--- src/hw/rtl/ldmc_pkg.sv ---
// Shared types, request and operation codes, and saturating helpers for the
// log-domain map composer. No dependencies.
package ldmc_pkg;

    localparam logic [1:0] REQ_LOAD    = 2'd0;
    localparam logic [1:0] REQ_COMPOSE = 2'd1;
    localparam logic [1:0] REQ_SCALE   = 2'd2;
    localparam logic [1:0] REQ_EVAL    = 2'd3;

    typedef logic [2:0] ldmc_op_t;

    localparam ldmc_op_t OP_LOAD    = 3'd0;
    localparam ldmc_op_t OP_COMP_DD = 3'd1;
    localparam ldmc_op_t OP_COMP_DN = 3'd2;
    localparam ldmc_op_t OP_COMP_ND = 3'd3;
    localparam ldmc_op_t OP_COMP_NN = 3'd4;
    localparam ldmc_op_t OP_SCALE   = 3'd5;
    localparam ldmc_op_t OP_EVAL_D  = 3'd6;
    localparam ldmc_op_t OP_EVAL_N  = 3'd7;

    typedef struct packed {
        logic [1:0]         req_type;
        logic signed [31:0] operand_first;
        logic signed [31:0] operand_second;
        logic               operand_degenerate;
    } ldmc_in_t;

    typedef struct packed {
        logic signed [31:0] map_coefficient;
        logic signed [31:0] map_constant;
        logic               map_degenerate;
        logic               map_identity;
        logic signed [31:0] eval_result;
        logic               saturated;
    } ldmc_out_t;

    typedef struct packed {
        ldmc_op_t           op;
        logic signed [31:0] operand_first;
        logic signed [31:0] operand_second;
        logic               deg_after;
    } ldmc_entry_t;

    function automatic logic ovf33(input logic [32:0] v);
        return v[32] != v[31];
    endfunction

    function automatic logic [31:0] clamp33(input logic [32:0] v);
        if (v[32] != v[31]) begin
            return v[32] ? 32'h8000_0000 : 32'h7fff_ffff;
        end
        return v[31:0];
    endfunction

endpackage

--- src/hw/rtl/ldmc_front.sv ---
// Front end: accepts input words, tracks whether the running map is
// degenerate, and classifies each word into an operation. Uses ldmc_pkg.
module ldmc_front
    import ldmc_pkg::*;
(
    input  logic        aclk,
    input  logic        aresetn,
    input  logic        s_valid,
    output logic        s_ready,
    input  ldmc_in_t    s_data,
    input  logic        queue_full,
    output logic        push,
    output ldmc_entry_t push_data
);

    logic deg_reg;
    logic deg_next;

    assign s_ready = !queue_full;
    assign push    = s_valid && s_ready;

    always_comb begin
        push_data.operand_first  = s_data.operand_first;
        push_data.operand_second = s_data.operand_second;
        push_data.op             = deg_reg ? OP_EVAL_D : OP_EVAL_N;
        deg_next                 = deg_reg;
        case (s_data.req_type)
            REQ_LOAD: begin
                push_data.op = OP_LOAD;
                deg_next     = s_data.operand_degenerate;
            end
            REQ_COMPOSE: begin
                if (deg_reg && s_data.operand_degenerate) begin
                    push_data.op = OP_COMP_DD;
                end else if (deg_reg) begin
                    push_data.op = OP_COMP_DN;
                end else if (s_data.operand_degenerate) begin
                    push_data.op = OP_COMP_ND;
                end else begin
                    push_data.op = OP_COMP_NN;
                end
                deg_next = deg_reg && s_data.operand_degenerate;
            end
            REQ_SCALE: begin
                push_data.op = OP_SCALE;
            end
            REQ_EVAL: begin
                push_data.op = deg_reg ? OP_EVAL_D : OP_EVAL_N;
            end
            default: begin
                deg_next = deg_reg;
            end
        endcase
        push_data.deg_after = deg_next;
    end

    always_ff @(posedge aclk) begin
        if (!aresetn) begin
            deg_reg <= 1'b1;
        end else if (push) begin
            deg_reg <= deg_next;
        end
    end

endmodule

--- config.mk ---
export PLATFORM = sky130hd
export DESIGN_NAME = ldmc_front
export DESIGN_NICKNAME = d
export VERILOG_FILES = /design/src/hw/rtl/ldmc_pkg.sv /design/src/hw/rtl/ldmc_front.sv
export SDC_FILE = /design/constraint.sdc
export NUM_CORES = 1
export LEC_CHECK = 0
export ABC_AREA = 1
export BUFFER_PORTS_ARGS = -buffer_cell sky130_fd_sc_hd__buf_4
export CORE_MARGIN = 2
export CORE_UTILIZATION = 24
export CTS_CLUSTER_DIAMETER = 100
export DETAILED_ROUTE_END_ITERATION = 8
export GPL_TIMING_DRIVEN = 0
export PLACE_DENSITY_LB_ADDON = 0.15
export SYNTH_ARGS = -nofsm -noshare
export SYNTH_HDL_FRONTEND = slang
export SYNTH_SLANG_ARGS = --single-unit
export TNS_END_PERCENT = 20
--- constraint.sdc ---
create_clock -name aclk -period 1.1 [get_ports aclk]
set_input_delay 0.22 -clock aclk [delete_from_list [all_inputs] [get_ports aclk]]
set_output_delay 0.22 -clock aclk [all_outputs]
set_load 0.01 [all_outputs]
# After elaboration in Yosys (flattened, before gate mapping)
# Index checks and enable logic that the tools add are counted.
# word_totals
regBits	1
input_bits	71
output_inout_bits	70
# op_classes
eq_ne	3
mux	6
n_reduce_logical	4
# op_table
cell	count
$pmux W3 S4	1
$mux W3	3
$eq A2 B2 Y1 const B	2
$eq A2 B1 Y1 const B	1
$logic_and A1 B1 Y1	2
$logic_not A2 Y1	1
$pmux W1 S2	1
$logic_not A1 Y1	1
$mux W1	1

# Longest topological paths before layout
# Gate-level depths: netlist of the first run.
# depth
depth_word	4
depth_mapped	5

# Worst setup path before layout of the first run
# Ideal clock, no wire load.
# synth_path
kind	reg2out
from	reg deg_reg
to	out push_data[66] (netlist bit)
arrival_ns	0.855
required_time_ns	0.880
setup_slack_ns	0.025
stages_incl_launch_ff	5
path_cell_list	dfxtp_1 inv_1 ha_1 nor2_1 nor2_1
# synth_rtl
element	line_no	rtl
start: declaration	ldmc_front.sv:16	logic deg_reg;
start signal: assignment	ldmc_front.sv:61	deg_reg <= deg_next;
end: declaration	ldmc_front.sv:13	output ldmc_entry_t push_data

==> impl_metrics.json, run 1 <==
{
  "initial_utilization": 0.258,
  "relSlewSlack": 0.899,
  "vias": 762,
  "ys_ff_latch": 1,
  "finalSetupTns_ns": -0.0739,
  "slew_violations": 0,
  "synth_seq_area_share": 0.0307,
  "synth.avg_cell_area_sq_um": 7.16,
  "drt_wl_total_mm": 1.84,
  "min_to": "deg_reg",
  "antenna_left": 0,
  "diodes": 0,
  "pre_cts_slack_ns": -0.125,
  "reg2reg_depth": 5,
  "reg2reg_slack_ns": 0.25,
  "cts_hold_buf": 0,
  "die_area_sq_um": 3150,
  "power.total_mw": 0.583,
  "synth_nets": 165,
  "io_pins": 141,
  "path_clk_slew_ns": 0,
  "place_congestion": 0.730,
  "row_count": 18,
  "fin_crit_sh": 1.04,
  "holdCritStartpoint": "aresetn",
  "ir_drop_mv": 0.240,
  "violations": "negative setup slack",
  "yosysWarnings": 0,
  "final_cell_mix": "buf_4 (141), nand2_1 (7), nor2_1 (3), inv_1 (3), ha_4 (3)",
  "max_freq_ghz": 0.878,
  "p_leak_nw": 0.790,
  "grt.total_usage": 0.0961,
  "setup.worst_path.start_class": "flop",
  "fin_crit_ns": 1.14,
  "cp_max_fo": 4,
  "layout_setup_ws_ns": -0.0385,
  "syn_to_final_growth_pct": 103,
  "synth.distinct_cells": 12,
  "hold_path.class": "in2reg",
  "layout-drive-gt1-share": 0.905,
  "gr-total-overflow": 0,
  "hold_violations": 0,
  "antenna_found_initial": 0,
  "utilization": 0.526,
  "synthesis.instances": 91,
  "dr.first_iter.drc_count": 8,
  "critical_path_class": "reg2out",
  "finalSetupViolations": 3,
  "layout_commonest_cell": "buf_4",
  "hpwl_mm": 1.71,
  "die_w_microns": 56.1,
  "worstPathRequired_ns": 0.88,
  "drc": 0,
  "cap_violations": 0,
  "worst_r2r_endpoint": "deg_reg",
  "reg2reg_from": "deg_reg",
  "portBuffers": 76,
  "hold_path_depth": 3,
  "worst_slew_pin_slew_ns": 0.150,
  "grt_start_max_net_pins": 6,
  "grt_pass1_vias": 661,
  "worstPathArrival_ns": 0.92,
  "clk_latency_ns": 0,
  "fillerInstances": 220,
  "avgRoutedWirePerCell_microns": 9.23,
  "syn-cell-area_sq_um": 652,
  "core_area_sq_um": 2520,
  "rsz0062_at_grt": "true",
  "powerDensity_nw_per_um2": 440,
  "status": "finished, violations left",
  "hold_ws_ns": 0.484,
  "grt_pass1_wl_mm": 2.66,
  "first_pass_iters": 4,
  "via_per_inst": 3.83,
  "worst_setup_path_end_kind": "output pin",
  "layout.nets": 245,
  "finClkSkew_ns": 0,
  "largest_register_ffs": 1,
  "dieHeight_microns": 56.1
}
-- cells by family (layout without fill, tap and decap cells) --
| family | count (synthesis) | after routing | share of synthesized area |
|---|---|---|---|
| buffers and inverters | 71 | 149 | 0.783 |
| and+or+nand+nor | 13 | 13 | 0.0979 |
| adders and majority gates | 3 | 3 | 0.0576 |
| AOI/OAI and AO/OA | 3 | 3 | 0.0307 |
| DFF | 1 | 1 | 0.0307 |
-- how the worst max path moves through the flow --
stage          startpoint             to  slack (ns)  cells after the start
6_report          deg_reg  push_data[65]       -0.04                      5
5_1_grt           deg_reg  push_data[65]       -0.12                      5
4_1_cts           deg_reg  push_data[65]       -0.03                      5
3_5_place_dp      deg_reg  push_data[65]       -0.12                      5
3_3_place_gp      deg_reg  push_data[65]       -0.10                      5
2_1_floorplan     deg_reg  push_data[66]        0.03                      4
-- power by group --
group          switching [mW]  internal, mW  total [mW]
clock network               0             0           0
logic                   0.188         0.352       0.540
registers             0.00400        0.0390      0.0430
-- per-stage QoR --
| stage | cells | cell area (sq um) |
|---|---|---|
| final | 199 | 1330 |
| after global routing | 199 | 1330 |
| after CTS | 199 | 1330 |
| after detailed placement | 197 | 1260 |
| after global placement | 197 | 1260 |
| after floorplan | 91 | 652 |
-- synth_stat cells --
cell type,number,share of area
nor2_2,1,0.0096
nand3_2,2,0.031
inv_1,5,0.029
o211ai_1,1,0.012
nand2_1,7,0.040
o21a_1,1,0.012
inv_2,1,0.0058
o21ai_0,1,0.0077
dfxtp_1,1,0.031
buf_4,65,0.75
ha_1,3,0.058
nor2_1,3,0.017
-- what timing repair did --
item,4_1_cts,5_1_grt
resized for setup,12,0
buffers inserted,2,0
endpoints found under the setup margin,3,3
pin swaps,4,0
-- critical path, cell delays in order (launching register included) --
cell and delay (ns):
dfxtp_4 0.35, inv_4 0.05, ha_4 0.14, o211ai_1 0.15, nand2_1 0.09, buf_6 0.13
-- per-layer routing --
| metal | track usage | wire length, microns | up-vias |
|---|---|---|---|
| met5 | 0 | 0 | - |
| met4 | 0 | 0 | 0 |
| met3 | 0.0209 | 351 | 0 |
| met2 | 0.222 | 1060 | 78 |
| met1 | 0.0839 | 426 | 317 |
| li1 | - | - | 367 |
-- layout make-up --
type,instances,area (sq um),area share
timing repair buffer,78,593,0.447
buffer,65,488,0.368
multi-input combinational,19,159,0.120
tap,30,37.5,0.0283
inverter,6,25.0,0.0189
sequential,1,23.8,0.0179
No activity file was read; power rests on OpenSTA's default activity.
==> run 2, diff against run 1 <==
==> constraint.sdc (replaced) <==
create_clock -name aclk -period 1.27 [get_ports aclk]
set_input_delay 0.254 -clock aclk [delete_from_list [all_inputs] [get_ports aclk]]
set_output_delay 0.254 -clock aclk [all_outputs]
set_load 0.01 [all_outputs]
==> impl_metrics.json, run 2 (synthesis gave the netlist of run 1 again) <==
{
  "hold_violations": 0,
  "fin_cells": 197,
  "rsz0062_at_grt": "false",
  "pre_cts_slack_ns": -0.00887,
  "clkPwrFrac": 0,
  "hold_path_depth": 3,
  "combPwrFrac": 0.925,
  "seq_power_share": 0.075,
  "io_pins": 141,
  "layout_commonest_cell": "buf_4",
  "avgRoutedWirePerCell_microns": 9.05,
  "finalSetupViolations": 0,
  "status": "completed",
  "diodes": 0,
  "die_w_microns": 56.1,
  "largest_register_ffs": 1,
  "path_clk_slew_ns": 0,
  "hold_ws_ns": 0.522,
  "cp_max_fo": 4,
  "final_cell_mix": "buf_4 (141), nand2_1 (7), inv_1 (4)",
  "fin_area_sq_um": 1260,
  "relSlewSlack": 0.902,
  "syn_to_final_growth_pct": 93.9,
  "antenna_found_initial": 0,
  "layout-drive-gt1-share": 0.886,
  "worst_slew_pin_slew_ns": 0.147,
  "dr.first_iter.drc_count": 9,
  "power.switching_mw": 0.158,
  "fillerInstances": 228,
  "grt_start_max_net_pins": 6,
  "reg2reg_depth": 5,
  "cts_hold_buf": 0,
  "finClkSkew_ns": 0,
  "layout.nets": 243,
  "worst_setup_path_end_kind": "output pin",
  "grt_pass1_vias": 638,
  "worstPathArrival_ns": 0.98,
  "fin_crit_sh": 0.974,
  "setup.worst_path.start_class": "input port",
  "die_area_sq_um": 3150,
  "initial_utilization": 0.258,
  "finalSetupTns_ns": 0,
  "portBuffers": 76,
  "vias": 748,
  "worstPathRequired_ns": 1.02,
  "critical_path_class": "in2out",
  "grt_pass1_wl_mm": 2.50,
  "place_congestion": 0.730,
  "seq_area_sq_um": 21.3,
  "grt.total_usage": 0.0904,
  "core_area_sq_um": 2520,
  "first_pass_iters": 4,
  "drt_wl_total_mm": 1.78,
  "max_freq_ghz": 0.809,
  "drc": 0,
  "cap_violations": 0,
  "powerDensity_nw_per_um2": 385,
  "utilization": 0.501,
  "clk_latency_ns": 0,
  "layout_setup_ws_ns": 0.0332,
  "hpwl_mm": 1.71,
  "slew_violations": 0,
  "multi_input_area_sq_um": 124,
  "power.total_mw": 0.486,
  "ir_drop_mv": 0.208,
  "row_count": 18,
  "switching_share": 0.325,
  "hold_path.class": "in2reg",
  "via_per_inst": 3.80,
  "fin_crit_ns": 1.24,
  "dpl_cell_area_sq_um": 1260,
  "placed_cells": 197,
  "antenna_left": 0,
  "dieHeight_microns": 56.1,
  "p_int_mw": 0.328,
  "p_leak_nw": 0.778,
  "gr-total-overflow": 0
}
## run 2: cell count changes in the layout (fill, tap and decap cells not counted), sizes merged
cell and change:
buf -2
## run 2: final timing paths
| path | start | slack (ns) | endpoint |
|---|---|---|---|
| worst max-delay path | s_data[0] | 0.03 | push_data[0] |
| worst min-delay path | aresetn | 0.52 | deg_reg |
| worst max register to register | deg_reg | 0.41 | deg_reg |
| worst min register to register | deg_reg | 0.60 | deg_reg |
## run 2: power by group through the flow
| stage | sequential, mW | clock, mW | combinational, mW |
|---|---|---|---|
| global route | 0.0369 | 0 | 0.479 |
| finish | 0.0367 | 0 | 0.450 |
| CTS | 0.0359 | 0 | 0.455 |
| detailed placement | 0.0358 | 0 | 0.454 |
| floorplan | 0.0355 | 0 | 0.250 |
| global placement | 0.0358 | 0 | 0.451 |
## run 2: timing repair
action | CTS | global route
setup buffers | 0 | 0
resized for setup | 1 | 2
pin swaps | 0 | 1
setup endpoints to repair | 1 | 2
## run 2: worst max-delay path: stages
cell and delay (ns):
buf_4 0.13, ha_2 0.19, nand3_2 0.07, nand3_2 0.08
buf_4 0.13, buf_4 0.13
## run 2: cell type report
class,count,area share
buffer,65,0.386
timing repair buffer,76,0.451
tap,30,0.0297
inverter,6,0.0178
multi-input combinational,19,0.0980
sequential,1,0.0168
## run 2: metal layers
metal	part of all wire	track usage	vias up
met5	0	0	-
met4	0	0	0
met3	0.20	0.0233	0
met2	0.56	0.208	78
met1	0.24	0.0770	308
li1	-	-	362
