===== src/hw/rtl/ldmc_pkg.sv =====
// Shared types, request and operation codes, and saturating helpers for the
// log-domain map composer. No dependencies.
package ldmc_pkg;

    localparam logic [1:0] REQ_LOAD    = 2'd0;
    localparam logic [1:0] REQ_COMPOSE = 2'd1;
    localparam logic [1:0] REQ_SCALE   = 2'd2;
    localparam logic [1:0] REQ_EVAL    = 2'd3;

    typedef logic [2:0] ldmc_op_t;

    localparam ldmc_op_t OP_LOAD    = 3'd0;
    localparam ldmc_op_t OP_COMP_DD = 3'd1;
    localparam ldmc_op_t OP_COMP_DN = 3'd2;
    localparam ldmc_op_t OP_COMP_ND = 3'd3;
    localparam ldmc_op_t OP_COMP_NN = 3'd4;
    localparam ldmc_op_t OP_SCALE   = 3'd5;
    localparam ldmc_op_t OP_EVAL_D  = 3'd6;
    localparam ldmc_op_t OP_EVAL_N  = 3'd7;

    typedef struct packed {
        logic [1:0]         req_type;
        logic signed [31:0] operand_first;
        logic signed [31:0] operand_second;
        logic               operand_degenerate;
    } ldmc_in_t;

    typedef struct packed {
        logic signed [31:0] map_coefficient;
        logic signed [31:0] map_constant;
        logic               map_degenerate;
        logic               map_identity;
        logic signed [31:0] eval_result;
        logic               saturated;
    } ldmc_out_t;

    typedef struct packed {
        ldmc_op_t           op;
        logic signed [31:0] operand_first;
        logic signed [31:0] operand_second;
        logic               deg_after;
    } ldmc_entry_t;

    function automatic logic ovf33(input logic [32:0] v);
        return v[32] != v[31];
    endfunction

    function automatic logic [31:0] clamp33(input logic [32:0] v);
        if (v[32] != v[31]) begin
            return v[32] ? 32'h8000_0000 : 32'h7fff_ffff;
        end
        return v[31:0];
    endfunction

endpackage


===== src/hw/rtl/ldmc_queue.sv =====
// Four-entry register queue between the front end and the back end.
// Uses ldmc_pkg for the entry type.
module ldmc_queue
    import ldmc_pkg::*;
(
    input  logic        aclk,
    input  logic        aresetn,
    input  logic        push,
    input  ldmc_entry_t push_data,
    output logic        full,
    input  logic        pop,
    output logic        head_valid,
    output ldmc_entry_t head_data
);

    localparam int DEPTH = 4;
    localparam int PTR_W = $clog2(DEPTH);

    ldmc_entry_t      mem [DEPTH];
    logic [PTR_W-1:0] wr_ptr_reg;
    logic [PTR_W-1:0] rd_ptr_reg;
    logic [PTR_W:0]   count_reg;

    assign full       = count_reg == (PTR_W + 1)'(DEPTH);
    assign head_valid = count_reg != '0;
    assign head_data  = mem[rd_ptr_reg];

    always_ff @(posedge aclk) begin
        if (push) begin
            mem[wr_ptr_reg] <= push_data;
        end
    end

    always_ff @(posedge aclk) begin
        if (!aresetn) begin
            wr_ptr_reg <= '0;
            rd_ptr_reg <= '0;
            count_reg  <= '0;
        end else begin
            if (push) begin
                wr_ptr_reg <= wr_ptr_reg + 1'b1;
            end
            if (pop) begin
                rd_ptr_reg <= rd_ptr_reg + 1'b1;
            end
            if (push && !pop) begin
                count_reg <= count_reg + 1'b1;
            end else if (pop && !push) begin
                count_reg <= count_reg - 1'b1;
            end
        end
    end

endmodule


===== config.mk =====
export PLATFORM = sky130hd
export DESIGN_NAME = ldmc_queue
export DESIGN_NICKNAME = d
export VERILOG_FILES = /design/src/hw/rtl/ldmc_pkg.sv /design/src/hw/rtl/ldmc_queue.sv
export SDC_FILE = /design/constraint.sdc
export NUM_CORES = 1
export LEC_CHECK = 0
export BUFFER_PORTS_ARGS = -buffer_cell sky130_fd_sc_hd__buf_2
export CAP_MARGIN = 20
export CORE_AREA = 2 2 139 175
export CTS_BUF_LIST = sky130_fd_sc_hd__clkbuf_16
export DETAILED_ROUTE_END_ITERATION = 10
export DIE_AREA = 0 0 141 177
export PLACE_DENSITY = 0.68
export SLEW_MARGIN = 20
export SYNTH_ARGS = -nofsm -noshare
export SYNTH_HDL_FRONTEND = slang
export SYNTH_SLANG_ARGS = --single-unit

===== constraint.sdc =====
create_clock -name aclk -period 5.75 [get_ports aclk]
set_input_delay 0 -clock aclk [delete_from_list [all_inputs] [get_ports aclk]]
set_output_delay 0 -clock aclk [all_outputs]
set_load 0.05 [all_outputs]

# Yosys cells after proc, flatten, opt, wreduce, memory -nomap -nowiden
# Memory sizes are Yosys's and may differ from the RTL's. A register that Yosys moved wholly into a read port is not among the register bits.
# Cells that the tools add are included.
[word_totals] elab_cells=21 n_memories=1 regBits=7 ram_bits=272 output_inout_bits=70 input_bits=72
[op_classes] n_addsub=4 n_eq_ne=1 n_reduce_logical=6 n_mux=6
[memory_table] name="mem" depth=4 word_bits=68 rd=1 rd_ports_with_merged_regs=1 write_ports=1 line_no="ldmc_queue.sv:19" rtl="ldmc_entry_t mem [DEPTH];"
[op_table] op="$mux W3" n=2
[op_table] op="$add A2 B1 Y2 const B" n=2
[op_table] op="$mux W2" n=2
[op_table] op="$add A3 B1 Y3 const B" n=1
[op_table] op="$eq A3 B3 Y1 const B" n=1
[op_table] op="$reduce_bool A3 Y1" n=1
[op_table] op="$sub A3 B1 Y3 const B" n=1
[op_table] op="$logic_and A1 B1 Y1" n=2
[op_table] op="$logic_not A1 Y1" n=2
[op_table] op="$mux W1" n=2
[op_table] op="$reduce_bool A2 Y1" n=1

# Logic depth before layout (Yosys ltp)
# Gate-level depths: netlist of run 1.
[depth] depth_word=4 depth_mapped=7 depth_no_buf=7

# Least setup slack after synthesis of run 1
# Ideal clock, no wire load.
[synth_timing] path_kind="flip-flop to flip-flop" startpoint="register wr_ptr_reg[0]" endpoint="memory mem[0][0] (netlist name) (enable)" synth_period_minus_slack_ns=2.569 t_arrival_ns=2.136 t_required_ns=5.317 setup_slack_ns=3.181 path_buffers=0 stages_incl_launch_ff=4 setup_ns=0.433 path_cell_list="dfxtp_1 -> inv_1 -> ha_1 -> and2_1"
[synth_rtl] item="from (decl)" line_no="ldmc_queue.sv:20" rtl="logic [PTR_W-1:0] wr_ptr_reg;"
[synth_rtl] item="from (signal assigned)" line_no="ldmc_queue.sv:41" rtl="wr_ptr_reg <= wr_ptr_reg + 1'b1;"
[synth_rtl] item="to (decl)" line_no="ldmc_queue.sv:19"
# No word-level cell before the write port.

==> results of run 1 <==
==> stage by stage <==
stage          total power, uW  cell area [um2]
6_report                  4850            13000
5_1_grt                   5020            13000
4_1_cts                   4900            12800
3_5_place_dp              3090            11200
3_3_place_gp              3070            11200
2_1_floorplan             2930            10300
==> worst paths after layout <==
path / start / end / cells after the start
worst max-delay path: flip-flop / head_data[23] / 3
worst min-delay path: push_data[18] / mem[1][18] / 2
worst max register to register: wr_ptr_reg[0] / mem[0][12] / 4
worst min register to register: count_reg[2] / count_reg[2] / 2
==> cells in the mapped netlist <==
master / instances
mux4_2: 68
or3_1: 2
fa_1: 1
xor2_1: 3
nand2_1: 1
buf_6: 1
buf_4: 4
a21boi_0: 1
o21ai_0: 1
nor2b_1: 2
buf_2: 4
edfxtp_1: 272
clkbuf_1: 4
ha_1: 5
xnor2_1: 2
dfxtp_1: 9
nor3b_1: 1
inv_1: 4
mux2i_1: 2
buf_12: 3
and2_1: 9
==> layout make-up <==
class / count / area, um2 / area share [%]
diodes: 1 / 2.50 / 0.0193
repair buffers: 217 / 1530 / 11.8
flip-flops and latches: 281 / 8360 / 64.5
inverters: 4 / 15.0 / 0.116
multi-input cells: 98 / 1790 / 13.8
well taps: 292 / 365 / 2.82
clock inverters: 20 / 218 / 1.68
clock buffers: 27 / 676 / 5.21
==> power by group <==
part           switching, uW  total, uW  internal, uW
Sequential              55.2       2410          2350
Clock                    696       1770          1070
Combinational            444        678           234
Total                   1200       4850          3660
==> cell families after synthesis <==
logic type               synth area share, %
AO/OA/AOI/OAI                          0.122
XOR/XNOR                               0.426
adder cells (fa/ha/maj)                0.803
buffers and inverters                   1.47
flip-flops                              81.2
multiplexers                            15.1
AND/OR/NAND/NOR                        0.900
==> critical path, cell delays in order, from the launching register on <==
cell	delay [ps]
dfxtp_4	760
buf_4	700
mux4_2	610
buf_2	230
==> what timing repair did <==
item	4_1_cts	5_1_grt
gates resized for setup	0	0
hold buffers	71	0
hold endpoints to repair	281	0
==> metal layers <==
metal  GRT usage, %  part of all wire (%)
met5              0                 0.069
met4           4.08                   2.0
met3           3.22                   4.8
met2           27.5                    52
met1           19.1                    41
==> results by group, run 1 <==
Job
  • Maximum capacitance violations: 0

Power
  • Reported leakage power: 0.00444 uW
  • Peak VDD IR: 289 uV
  • Power per Cell Area: 374 mW/mm2

GRT
  • Global-route total usage across every layer: 15.4%
  • First-pass GRT wire length: 29.4 mm
  • GRT Residual Overflow: 0
  • Number of global-route vias before repair: 5360
  • Pin count of the biggest net entering global routing: 69
  • Initial antenna violation count: 2

STA
  • Final Skew: 7.13 ps
  • Rel. slew slack: 28.8%
  • Worst Hold Margin: 238 ps
  • Final-report setup violation count: 0
  • PnR worst setup slack: 2830 ps
  • Tightest Pin Transition: 1070 ps
  • Final critical-path required period: 2920 ps
  • Final-layout setup total negative slack: 0 ps
  • Setup repair after global routing missed its margin: false
  • Crit share post-route: 50.8%
  • Hold violation total from the final report: 0
  • Final-report max-slew violation count: 0
  • Highest clock rate: 0.342 GHz

Die
  • Core region area: 0.0234 mm2
  • Area enclosed by the die boundary: 0.0250 mm2
  • Chip height: 177 um
  • I/O Pins: 142
  • Horiz. Die Dim: 141 um
  • Standard-cell rows: 63
  • Initial Util: 43.9%

Placement
  • Placed instance count: 817
  • Worst setup slack after placement: 3240 ps
  • Detailed placement HPWL: 10.2 mm
  • IO Port Bufs: 141
  • GPL Wtd Cong: 0.673

Clock tree
  • Root buf cell: clkbuf_16
  • Clk pin slew, worst setup/hold paths: 60 ps
  • Insertion delay to the later sink of the worst-skew pair: 510 ps
  • Clock sink count: 281
  • CTS Buffer Depth: 3
  • Clock buffers created by TritonCTS: 27
  • CTS tree: done
  • Setup repair bufs after CTS: 0
  • Total number of H-tree levels: 1

Setup path
  • Largest fanout on the critical path: 37
  • Arr. time, crit path: 2920 ps
  • Setup slack, reg-to-reg: 4020 ps
  • Sort of element at the end of the critical path: output port
  • Critical path class: flip-flop to output port
  • Element type at the critical path start: flip-flop
  • Req. time, crit path: 5750 ps

Worst hold path
  • Type of the most critical hold path: input port to flip-flop

Layout
  • Largest register FFs: 272
  • Final layout net count: 707
  • Leading cell types in the layout, fill and taps excluded: edfxtp_1, buf_2, dlygate4sd3_1
  • Growth of design area from synthesis to finish: 26.0%
  • Most common cell after layout, fill and taps aside: edfxtp_1
  • Fillers: 1731
  • Ratio of cells with drive above 1 in the final layout: 40.0%
  • Post-layout util: 55.4%
  • Non-Filler Instances: 940

Drt
  • Total wire length after detailed routing: 18.9 mm
  • Routed WL per cell: 20.1 um
  • Vias per cell: 5.14
  • DRC: 0
  • Pre-Repair DR Iteration Count: 4
  • Antenna Violating Nets Remaining: 0
  • Detailed Route Iter0 Violations: 303
  • Via Count: 4827

Synth
  • Ranking of synthesized cells by area: edfxtp_1, mux4_2, dfxtp_1, ha_1, buf_12
  • Number of distinct library cells after synthesis: 21
  • Synthesized area per cell: 25.8 um2
  • Sequential area share after synthesis: 81.2%
  • Number of storage elements in the synthesis netlist: 281
  • Library cell occupying the most area in the post-synthesis netlist: edfxtp_1
  • Number of synthesis warnings: 0
  • Synthesized area: 0.0103 mm2
  • Number of instances in the synthesized netlist: 399
  • Synth top area share: 79.4%
  • Post-Syn Nets: 477

Run status
  • Run status: finished clean
No activity file was read; power rests on OpenSTA's default activity.
==> run 2, diff against run 1 <==
Settings changed: PLACE_DENSITY 0.68 to 0.7.
Clock period 5.75 ns to 2.53 ns, I/O delays scaled along.
==> results by group, run 2 (synthesized netlist as in run 1, its figures left out) <==
Run status
  • Run status: finished clean

Clock tree
  • CTS Buffer Depth: 3
  • CTS-repair resized insts: 0
  • Insertion delay to the later sink of the worst-skew pair: 510 ps
  • Clock buffers created by TritonCTS: 27
  • CTS Hold Bufs: 72
  • Clk pin slew, worst setup/hold paths: 60 ps
  • Clock sink count: 281
  • CTS tree: done
  • Total number of H-tree levels: 1
  • Setup repair bufs after CTS: 0
  • Root buf cell: clkbuf_16

Setup path
  • Cell with the largest stage delay on the worst path: dfxtp_4
  • Arr. time, crit path: 2120 ps
  • Sort of element at the end of the critical path: output port
  • Largest fanout on the critical path: 35
  • Critical path cell sequence: buf_12 -> mux4_2 -> buf_2
  • Req. time, crit path: 2530 ps
  • Gate family responsible for the most delay along the worst path: flip-flops
  • Critical path class: flip-flop to output port
  • Element type at the critical path start: flip-flop
  • Slowest stage delay, CP: 690 ps
  • Worst Path Buf+Inv: 2

GRT
  • Busiest metal layer after global routing: met2
  • Global routing usage on met2: 26.8%
  • Pin count of the biggest net entering global routing: 47
  • Global-route total usage across every layer: 15.2%
  • Global routing met1 resource utilization: 19.8%
  • Met3 capacity usage during global routing: 3.38%
  • Initial antenna violation count: 0
  • First-pass GRT wire length: 29.4 mm
  • Number of global-route vias before repair: 5397
  • GRT Residual Overflow: 0

Die
  • Standard-cell rows: 63
  • I/O Pins: 142
  • Chip height: 177 um
  • Core region area: 0.0234 mm2
  • Area enclosed by the die boundary: 0.0250 mm2
  • Horiz. Die Dim: 141 um
  • Initial Util: 43.9%

STA
  • Final critical-path required period: 2120 ps
  • Crit share post-route: 83.7%
  • Final-report setup violation count: 0
  • Highest clock rate: 0.472 GHz
  • Rel. slew slack: 64.4%
  • Tightest Pin Transition: 534 ps
  • Setup repair after global routing missed its margin: false
  • Final-report max-slew violation count: 0
  • Hold violation total from the final report: 0
  • Final-layout setup total negative slack: 0 ps
  • Final Skew: 3.79 ps

Job
  • Maximum capacitance violations: 0

Placement
  • Detailed placement HPWL: 11.5 mm
  • IO Port Bufs: 141
  • Post-DP Area: 0.0114 mm2
  • Placed instance count: 827
  • GPL Wtd Cong: 0.703

Layout
  • Growth of design area from synthesis to finish: 26.0%
  • Final instance area: 0.0130 mm2
  • Final layout net count: 714
  • Most common cell after layout, fill and taps aside: edfxtp_1
  • Fillers: 1752
  • Non-Filler Instances: 948
  • Antenna Cells: 0
  • Ratio of cells with drive above 1 in the final layout: 40.2%
  • Leading cell types in the layout, fill and taps excluded: edfxtp_1, buf_2, dlygate4sd3_1
  • Post-layout util: 55.3%
  • Largest register FFs: 272

Drt
  • DRC: 0
  • Routed WL per cell: 20.0 um
  • Detailed Route Iter0 Violations: 291
  • Antenna Violating Nets Remaining: 0
  • Total wire length after detailed routing: 19.0 mm
  • Pre-Repair DR Iteration Count: 4
  • Vias per cell: 5.13
  • Via Count: 4865

Power
  • Reported leakage power: 0.00442 uW
  • Power per Cell Area: 832 mW/mm2
  • Peak VDD IR: 446 uV

Worst hold path
  • Type of the most critical hold path: input port to flip-flop
[run 2: cell count changes in the layout (fill, tap and decap cells not counted), sizes merged]
cell,before,now
clkinvlp,1,7
clkinv,10,9
diode,1,0
buf,146,152
dlygate4sd3,71,72
bufinv,5,2
[run 2: worst register-to-register path: stages (launching register included)]
cell and delay [ps]:
dfxtp_1 350, inv_1 100, ha_1 160, and2_4 420
buf_12 280
[run 2: per-layer routing]
metal,vias up,share of wire [%]
met3,25,5.5
met4,0,1.2
met1,2529,42
met2,137,51
met5,-,0
li1,2174,-
[run 2: through the flow]
step / power [uW] / worst slack (ps) / hold slack, ps
global route: 11200 / 316 / 225
global placement: 7020 / 894 / 212
detailed placement: 7060 / 839 / 215
floorplan: 6650 / 703 / 98.9
CTS: 10900 / 347 / 217
finish: 10800 / 411 / 238
[run 2: worst paths after layout]
check	startpoint	endpoint	slack [ps]	depth (start not counted)
worst min register to register	wr_ptr_reg[1]	wr_ptr_reg[1]	560	2
worst min-delay path	push_data[10]	mem[3][10]	240	2
worst max-delay path	flip-flop	head_data[25]	410	3
worst max register to register	wr_ptr_reg[0]	mem[2][11]	860	4
[run 2: cell type report]
| class | instances | area (um2) | share of cell area [%] |
|---|---|---|---|
| multi-input cells | 98 | 1790 | 13.8 |
| repair buffers | 224 | 1580 | 12.2 |
| inverters | 4 | 15.0 | 0.116 |
| flip-flops and latches | 281 | 8360 | 64.5 |
| well taps | 292 | 365 | 2.82 |
| clock buffers | 27 | 676 | 5.22 |
| clock inverters | 22 | 164 | 1.27 |
[run 2: power breakdown]
part / leakage (uW) / internal (uW) / total, uW / switching, uW
logic: 0.00144 / 540 / 1610 / 1060
clock network: 0.000402 / 2140 / 3760 / 1610
registers: 0.00257 / 5340 / 5420 / 77.6
total: 0.00442 / 8030 / 10800 / 2750
==> run 3, diff against run 2 <==
Settings changed: ABC_AREA set to 1, CORE_AREA 2 2 139 175 to 2 2 140 176, DIE_AREA 0 0 141 177 to 0 0 142 178, PLACE_DENSITY 0.7 to 0.71.
Clock period 2.53 ns to 1.9 ns, I/O delays scaled along.
==> results by group, run 3 <==
STA
  • Crit share post-route: 102%
  • Setup repair after global routing missed its margin: true
  • Final critical-path required period: 1930 ps
  • Rel. slew slack: 73.6%
  • Tightest Pin Transition: 397 ps
  • PnR worst setup slack: -30.3 ps
  • Highest clock rate: 0.518 GHz
  • Final-report max-slew violation count: 0
  • Hold violation total from the final report: 0
  • Final-report setup violation count: 4
  • Final Skew: 8.74 ps
  • Worst Hold Margin: 220 ps

GRT
  • Global routing usage on met2: 31.5%
  • Global routing met1 resource utilization: 21.6%
  • GRT Residual Overflow: 0
  • Number of global-route vias before repair: 6608
  • Global-route total usage across every layer: 17.7%
  • Busiest metal layer after global routing: met2
  • Pin count of the biggest net entering global routing: 56
  • Initial antenna violation count: 1
  • Met3 capacity usage during global routing: 3.28%
  • First-pass GRT wire length: 34.6 mm

Run status
  • Run status: finished, violations left
  • Violations in the final reports: negative setup slack

Layout
  • Leading cell types in the layout, fill and taps excluded: edfxtp_1, nor2_1, o21ai_0
  • Post-layout util: 57.3%
  • Final layout net count: 1018
  • Largest register FFs: 272
  • Non-Filler Instances: 1255
  • Growth of design area from synthesis to finish: 28.6%
  • Ratio of cells with drive above 1 in the final layout: 24.2%
  • Most common cell after layout, fill and taps aside: edfxtp_1
  • Final instance area: 0.0135 mm2
  • Fillers: 1800

Placement
  • Detailed placement HPWL: 13.2 mm
  • Post-DP Area: 0.0117 mm2
  • Placed instance count: 1131
  • IO Port Bufs: 141
  • GPL Wtd Cong: 0.730

Drt
  • Routed WL per cell: 18.3 um
  • Antenna Violating Nets Remaining: 0
  • Via Count: 6634
  • DRC: 0
  • Detailed Route Iter0 Violations: 529
  • Total wire length after detailed routing: 22.9 mm
  • Pre-Repair DR Iteration Count: 5
  • Vias per cell: 5.29

Synth
  • Number of instances in the synthesized netlist: 716
  • Cell with the most instances after synthesis: edfxtp_1
  • Count of flip-flops with a built-in enable after synthesis: 272
  • Synth top area share: 77.7%
  • Synthesized area per cell: 14.7 um2
  • Number of storage elements in the synthesis netlist: 281
  • Sequential area share after synthesis: 79.5%
  • Synthesized area: 0.0105 mm2
  • Post-Syn Nets: 794
  • Leading register cell type out of synthesis: edfxtp_1
  • Post-synth top cells: edfxtp_1, nor2_1, o21ai_0
  • Async set-or-reset flop fraction in the synthesized netlist: 0%
  • Library cell occupying the most area in the post-synthesis netlist: edfxtp_1
  • Number of distinct library cells after synthesis: 21
  • Ranking of synthesized cells by area: edfxtp_1, o21ai_0, nor2_1, o22ai_1, dfxtp_1
  • Number of synthesis warnings: 0

Die
  • Initial Util: 44.6%
  • Area enclosed by the die boundary: 0.0253 mm2
  • Standard-cell rows: 63
  • Core region area: 0.0236 mm2
  • Horiz. Die Dim: 142 um
  • Chip height: 178 um
  • I/O Pins: 142

Clock tree
  • Total number of H-tree levels: 1
  • CTS tree: done
  • Setup repair bufs after CTS: 0
  • Insertion delay to the later sink of the worst-skew pair: 530 ps
  • Clock sink count: 281
  • Root buf cell: clkbuf_16
  • Clk pin slew, worst setup/hold paths: 70 ps
  • Clock buffers created by TritonCTS: 27
  • CTS Buffer Depth: 3

Setup path
  • Gate family responsible for the most delay along the worst path: buffers and inverters
  • Critical path class: flip-flop to output port
  • Critical path cell sequence: buf_4 -> o21ai_0 -> o22ai_1 -> clkbuf_4
  • Arr. time, crit path: 1930 ps
  • Element type at the critical path start: flip-flop
  • Slowest stage delay, CP: 450 ps
  • Largest fanout on the critical path: 21
  • Cell with the largest stage delay on the worst path: dfxtp_4
  • Worst Path Buf+Inv: 2
  • Sort of element at the end of the critical path: output port
  • Req. time, crit path: 1900 ps

Power
  • Peak VDD IR: 828 uV
  • Power per Cell Area: 1070 mW/mm2
  • Reported leakage power: 0.00481 uW

Job
  • Maximum capacitance violations: 0

Worst hold path
  • Type of the most critical hold path: input port to flip-flop
[run 3: report_power, final]
part,switching (uW),leakage (uW),internal [uW],total [uW]
sequential,70.0,0.00257,7070,7140
clock,2250,0.000445,2910,5160
combinational,1520,0.00179,666,2180
[run 3: what timing repair did]
action / in CTS / in global routing
resized for setup: 40 / 49
endpoints found under the hold margin: 281 / 0
gates cloned: 1 / 0
setup endpoints to repair: 51 / 62
hold buffers: 71 / 0
[run 3: worst paths after layout]
| kind | start | end | slack [ps] | cells after the start |
|---|---|---|---|---|
| worst max-delay path | flip-flop | head_data[27] | -30 | 4 |
| worst min-delay path | push_data[20] | mem[1][20] | 220 | 2 |
| worst max register to register | wr_ptr_reg[0] | mem[2][45] | 340 | 5 |
| worst min register to register | rd_ptr_reg[1] | flip-flop | 450 | 1 |
[run 3: final cells by class]
type                       instances  area, um2  area share (%)
antenna                            2       5.00          0.0370
clock inverter                    23        198            1.46
timing repair buffer             238       1950            14.4
inverter                          17       93.8           0.695
tap                              292        365            2.70
multi-input combinational        375       1870            13.8
sequential                       281       8360            61.8
clock buffer                      27        676            5.00
[run 3: cells by family (layout without fill, tap and decap cells)]
group                    after synthesis  in the layout  synth area share [%]
buffers and inverters                 60            305                  3.17
flip-flops                           281            281                  79.5
AND/OR/NAND/NOR                      155            155                  5.59
other                                  0              2                     0
AO/OA/AOI/OAI                        214            214                  11.0
adder cells (fa/ha/maj)                6              6                 0.786
[run 3: per-stage QoR]
step           setup WS (ps)  setup TNS, ps  power [uW]
2_1_floorplan          -77.7         -18170        8610
3_3_place_gp             338              0        9190
3_5_place_dp             343              0        9220
4_1_cts                -33.8           -149       14600
5_1_grt                -92.6          -1560       15000
6_report               -30.3          -57.3       14500
[run 3: metal layers]
layer | wire (um) | part of all wire (%) | vias to the layer above
li1 | - | - | 3141
met1 | 9200 | 40 | 3238
met2 | 11800 | 52 | 202
met3 | 1280 | 5.6 | 53
met4 | 613 | 2.7 | 0
met5 | 0 | 0 | -
